===== src/a2s_pkg.sv =====
// ----------------------------------------------------------------------------
// a2s_pkg
// Shared types and codes for the address to symbol lookup block.
// ----------------------------------------------------------------------------
package a2s_pkg;

  localparam int DEFAULT_MAX_SYMBOLS = 256;

  localparam logic CMD_WRITE  = 1'b0;
  localparam logic CMD_LOOKUP = 1'b1;

  localparam logic [1:0] STATUS_NONE     = 2'd0;
  localparam logic [1:0] STATUS_EXACT    = 2'd1;
  localparam logic [1:0] STATUS_FALLBACK = 2'd2;

  localparam logic REG_ENTRY_COUNT = 1'b0;
  localparam logic REG_STRING_BASE = 1'b1;

  typedef struct packed {
    logic [31:0] start;
    logic [31:0] size;
    logic [31:0] name_off;
  } a2s_entry_t;

  typedef struct packed {
    logic wr_entry;
    logic start;
    logic scan;
    logic out_load;
  } a2s_cmd_t;

  typedef struct packed {
    logic hit;
    logic scan_done;
    logic out_free;
  } a2s_stat_t;

endpackage


===== src/a2s_ctrl.sv =====
// ----------------------------------------------------------------------------
// a2s_ctrl
// Controller: accepts transactions, sequences the table scan and the
// hand-over of a result to the output register.
// ----------------------------------------------------------------------------
module a2s_ctrl
  import a2s_pkg::*;
(
  input  logic      clk,
  input  logic      rst_n,
  input  logic      in_valid,
  input  logic      in_command,
  output logic      in_stall,
  input  a2s_stat_t stat,
  output a2s_cmd_t  cmd
);

  localparam logic [1:0] ST_IDLE = 2'd0;
  localparam logic [1:0] ST_SCAN = 2'd1;
  localparam logic [1:0] ST_FIN  = 2'd2;

  logic [1:0] state_r;
  logic [1:0] state_nxt;
  logic       in_acc;

  assign in_stall = (state_r != ST_IDLE);
  assign in_acc   = in_valid && !in_stall;

  always_comb begin
    cmd.wr_entry = in_acc && (in_command == CMD_WRITE);
    cmd.start    = in_acc && (in_command == CMD_LOOKUP);
    cmd.scan     = (state_r == ST_SCAN);
    cmd.out_load = (state_r == ST_FIN) && stat.out_free;
  end

  always_comb begin
    state_nxt = state_r;
    case (state_r)
      ST_IDLE: begin
        if (cmd.start) state_nxt = ST_SCAN;
      end
      ST_SCAN: begin
        if (stat.hit || stat.scan_done) state_nxt = ST_FIN;
      end
      ST_FIN: begin
        if (stat.out_free) state_nxt = ST_IDLE;
      end
      default: begin
        state_nxt = ST_IDLE;
      end
    endcase
  end

  always_ff @(posedge clk) begin
    if (!rst_n) begin
      state_r <= ST_IDLE;
    end else begin
      state_r <= state_nxt;
    end
  end

  a_start_scans: assert property (@(posedge clk) disable iff (!rst_n)
    cmd.start |=> state_r == ST_SCAN)
    else $error("lookup did not enter scan");

  a_scan_ends: assert property (@(posedge clk) disable iff (!rst_n)
    (state_r == ST_SCAN && (stat.hit || stat.scan_done)) |=> state_r == ST_FIN)
    else $error("scan end did not reach hand-over");

  a_fin_leaves: assert property (@(posedge clk) disable iff (!rst_n)
    (state_r == ST_FIN && stat.out_free) |=> state_r == ST_IDLE)
    else $error("result hand-over did not return to idle");

endmodule


===== config.mk =====
export PLATFORM = sky130hd
export DESIGN_NAME = a2s_ctrl
export DESIGN_NICKNAME = d
export VERILOG_FILES = /design/src/a2s_pkg.sv /design/src/a2s_ctrl.sv
export SDC_FILE = /design/constraint.sdc
export NUM_CORES = 1
export LEC_CHECK = 0
export BUFFER_PORTS_ARGS = -buffer_cell sky130_fd_sc_hd__buf_2
export CORE_AREA = 4 4 41 43
export CTS_CLUSTER_DIAMETER = 50
export DETAILED_ROUTE_END_ITERATION = 8
export DIE_AREA = 0 0 45 47
export GPL_TIMING_DRIVEN = 0
export HOLD_SLACK_MARGIN = 0.12
export PLACE_DENSITY = 0.35
export SYNTH_ARGS = -nofsm -noshare
export SYNTH_HDL_FRONTEND = slang
export SYNTH_SLANG_ARGS = --single-unit

===== constraint.sdc =====
create_clock -name clk -period 0.8 [get_ports clk]
set_input_delay 0.08 -clock clk [delete_from_list [all_inputs] [get_ports clk]]
set_output_delay 0.08 -clock clk [all_outputs]
set_load 0.02 [all_outputs]

After elaboration in Yosys (flattened, before gate mapping):

Cells that the tools add are included.

* word-level logic and storage cells: 20
* bits in writable memories: 0
* memories: 0
* memory bits (read-only): 0
* input bits: 7
* latch bits: 0
* register bits after elaboration: 2
* output and inout bits: 5

* equal/unequal tests: 5
* magnitude comparators: 0
* bitwise logic cells: 1
* shifts and indexed selects: 0
* multiplexer cells: 4
* reductions and logical operators: 9
* multipliers: 0
* divide/modulo/power cells: 0
* add/subtract/negate cells: 0

Operators by type and width (number)
* $mux 2: 3
* $pmux 2 s3: 1
* $logic_and 1x1->1: 4
* $ne 2x2->1 const B: 2
* $reduce_and 3->1: 1
* $eq 2x1->1 const B: 1
* $eq 2x2->1 const B: 1
* $logic_not 2->1: 1
* $ne 2x1->1 const B: 1
* $reduce_bool 2->1: 1
* $logic_not 1->1: 1
* $logic_or 1x1->1: 1
* $not 1->1: 1

Longest topological paths before layout:

* depth in word-level cells: 6
* depth in mapped cells: 3
* mapped depth without buffers: 3

Worst setup path after synthesis:

Ideal clock, no wire load.

* path type: register -> output
* from: register state_r[0]
* to: output cmd[3] (netlist name)
* path slack: -99 ps
* arrival: 819 ps
* stages on the path, launching flop included: 4
* buffers on the path: 0
* data required time: 720 ps
* path through: dfxtp_1 -> nor2_1 -> nand2_1 -> nor2_1

RTL lines
* start: declaration: line a2s_ctrl.sv:22 `logic [1:0] state_r;`
* start signal: assignment: line a2s_ctrl.sv:58 `state_r <= state_nxt;`
* end: declaration: line a2s_ctrl.sv:15 `output a2s_cmd_t cmd`

==> results.tsv <==
stage	metric	value	unit
yosys	Yosys warning count	0	
global_routing	vias in the first global route	223	
cells_and_area	ant diodes	0	
route	final WL	420	um
cells_and_area	final net count	45	
global_routing	grt total ovfl	0	
route	Initial DRT Pass Iterations	1	
floorplan	area of the core	1300	sq um
yosys	Distinct cells, synth	13	
yosys	Mapped Avg Cell Area	7.31	sq um
floorplan	FP Rows	13	
sta	setup TNS	-1.25	ns
sta	Fmax achieved	0.944	GHz
sta	Slew @ Worst Pin	0.128	ns
floorplan	Starting Density	10.7	%
job	max cap viols	0	
worst_hold_path	Worst Hold Class	in -> reg	
sta	max-slew violations	0	
yosys	Yosys reg bits	2	
sta	RSZ-0062 raised after global routing	true	
clocking	CTS H-tree lvls	1	
critical_path	critical path class	reg -> out	
power_and_ir_drop	LEAKAGE	0.155	nW
route	ANT nets after route	0	
clocking	CTS root buf	clkbuf_4	
critical_path	worst path required time	0.72	ns
sta	Final Cycle Share	132	%
clocking	Clock Tree Buf Depth	2	
critical_path	CP Max Fanout	5	
placement	port bufs	11	
critical_path	WP data arrival	0.98	ns
cells_and_area	final core area utilization	24.5	%
route	vias	189	
floorplan	die span in x	45	um
power_and_ir_drop	worst vdd ir	0.923	mV
placement	Placement Setup Slack	-0.162	ns
global_routing	initial antenna violation count	0	
cells_and_area	Biggest register	state_r	
cells_and_area	max reg flops	2	
route	Routed WL per cell	8.24	um
route	initial drt markers	0	
critical_path	Setup crit end kind	output pin	
outcome	outcome	finished with violations	
critical_path	critical path launch point type	flop	
cells_and_area	final std cells w/o fill	51	
floorplan	io pins	12	
floorplan	Die H	47	um
global_routing	all-layer global routing usage	5.36	%
sta	fin worst setup slack	-0.259	ns
sta	slew margin rel.	91.5	%
sta	Setup-failing EPs final	6	
yosys	Post-Syn Instances	19	
global_routing	first-pass GRT wire length	800	um
power_and_ir_drop	Pwr Density	1430	nW/um^2
cells_and_area	register area	47.5	sq um
placement	Placed Cells incl. Taps	45	
clocking	Clock transition at path regs	0.03	ns
sta	Tmin final	1.06	ns
clocking	Num CTS Buffers	3	
placement	Post-DP HPWL	328	um
route	DRC viols	0	
sta	Fin Clk Skew	0.00758	ns
clocking	clk_lat worst skew	0.23	ns
route	via-per-instance ratio	3.71	
cells_and_area	fillers	153	
cells_and_area	P&R area growth vs syn	130	%
global_routing	largest net degree at the start of global routing	6	
cells_and_area	Top Registers	state_r: 2 flops	
floorplan	die area	2120	sq um
cells_and_area	fraction of layout cells with a size suffix above 1	69.4	%
clocking	Sink Count	2	
yosys	synthesized cell area	139	sq um
yosys	Post-Syn Nets	26	
yosys	sequential fraction of the synthesis area	28.8	%
outcome	failing checks	setup timing	
cells_and_area	area of the multi-input gates	108	sq um
placement	routability cong.	0.672	
clocking	CTS tree	yes	
sta	Fin. Hold Viols	0	
## metrics by stage
| step | instance area (sq um) | hold WS (ns) | power, W |
|---|---|---|---|
| after CTS | 315 | 0.118 | 0.000459 |
| after global placement | 221 | 0.301 | 0.000198 |
| final | 319 | 0.122 | 0.000457 |
| after detailed placement | 221 | 0.308 | 0.000200 |
| after floorplan | 148 | 0.197 | 0.000164 |
| after global routing | 319 | 0.147 | 0.000499 |
## routing by layer
layer | part of all wire [%] | track usage [%] | vias up
met1 | 47 | 4.98 | 81
met5 | 0 | 0 | -
met3 | 14 | 4.98 | 0
li1 | - | - | 95
met2 | 39 | 9.32 | 13
met4 | 0 | 0 | 0
## Yosys cell counts
cell type / count / area [sq um]
nor2_1: 4 / 15.0
nand2_1: 3 / 11.3
dfxtp_1: 2 / 40.0
a21oi_1: 1 / 5.00
and2b_1: 1 / 7.51
and3_1: 1 / 6.26
buf_4: 1 / 7.51
inv_1: 1 / 3.75
nand2b_1: 1 / 6.26
nand3b_1: 1 / 7.51
nor2b_4: 1 / 13.8
nor3b_1: 1 / 7.51
o21a_1: 1 / 7.51
## cell families (layout without fill, tap and decap cells)
logic type | after synthesis | count (layout) | synth area share [%]
buffers and inverters | 2 | 19 | 8.11
flip-flops | 2 | 2 | 28.8
AND/OR/NAND/NOR | 13 | 13 | 54.1
AO/OA/AOI/OAI | 2 | 2 | 9.01
## worst paths after layout
kind              start          to  slack [ns]  cells after the start
max          state_r[0]      cmd[2]       -0.26                      3
max reg2reg  state_r[0]  state_r[1]       -0.10                      3
min             stat[2]  state_r[0]        0.12                      4
min reg2reg  state_r[1]  state_r[0]        0.56                      2
## worst max-delay path, stage by stage, from the launching register on
cell	delay, ns
dfxtp_4	0.35
nor2_4	0.11
and3_4	0.18
buf_6	0.11
## cell type report
type                            count  share of cell area [%]
Buffer                              1                    3.53
Clock buffer                        3                    7.06
Timing Repair Buffer               14                    33.7
Tap cell                           15                    5.88
Inverter                            1                    1.18
Sequential cell                     2                    14.9
Multi-Input combinational cell     15                    33.7
## timing repair
action                                 4_1_cts  5_1_grt
pin swaps                                    2        1
endpoints found under the hold margin        2        0
gates resized for setup                     16        1
setup endpoints to repair                    6        6
buffers inserted                             2        0
cloned                                       0        0
hold buffers                                 1        0
## power breakdown
part           switching [W]  total [W]  internal, W
logic              0.0000514   0.000124    0.0000722
clock network      0.0000580   0.000224     0.000166
registers         0.00000847   0.000110     0.000102
total               0.000118   0.000457     0.000339
## placed cells by master, fill, tap and decap left out
master,count
buf_2,6
buf_6,5
nand2_1,3
clkbuf_4,3
buf_4,3
nor2_1,2
dfxtp_4,2
nor2b_4,1
nor2_4,1
inv_2,1
nor2_2,1
and3_4,1
nor3b_2,1
and2b_1,1
o21a_1,1
nand3b_1,1
nand2b_1,1
a21oi_1,1
dlygate4sd3_1,1
Power figures use the tool's default switching activity.
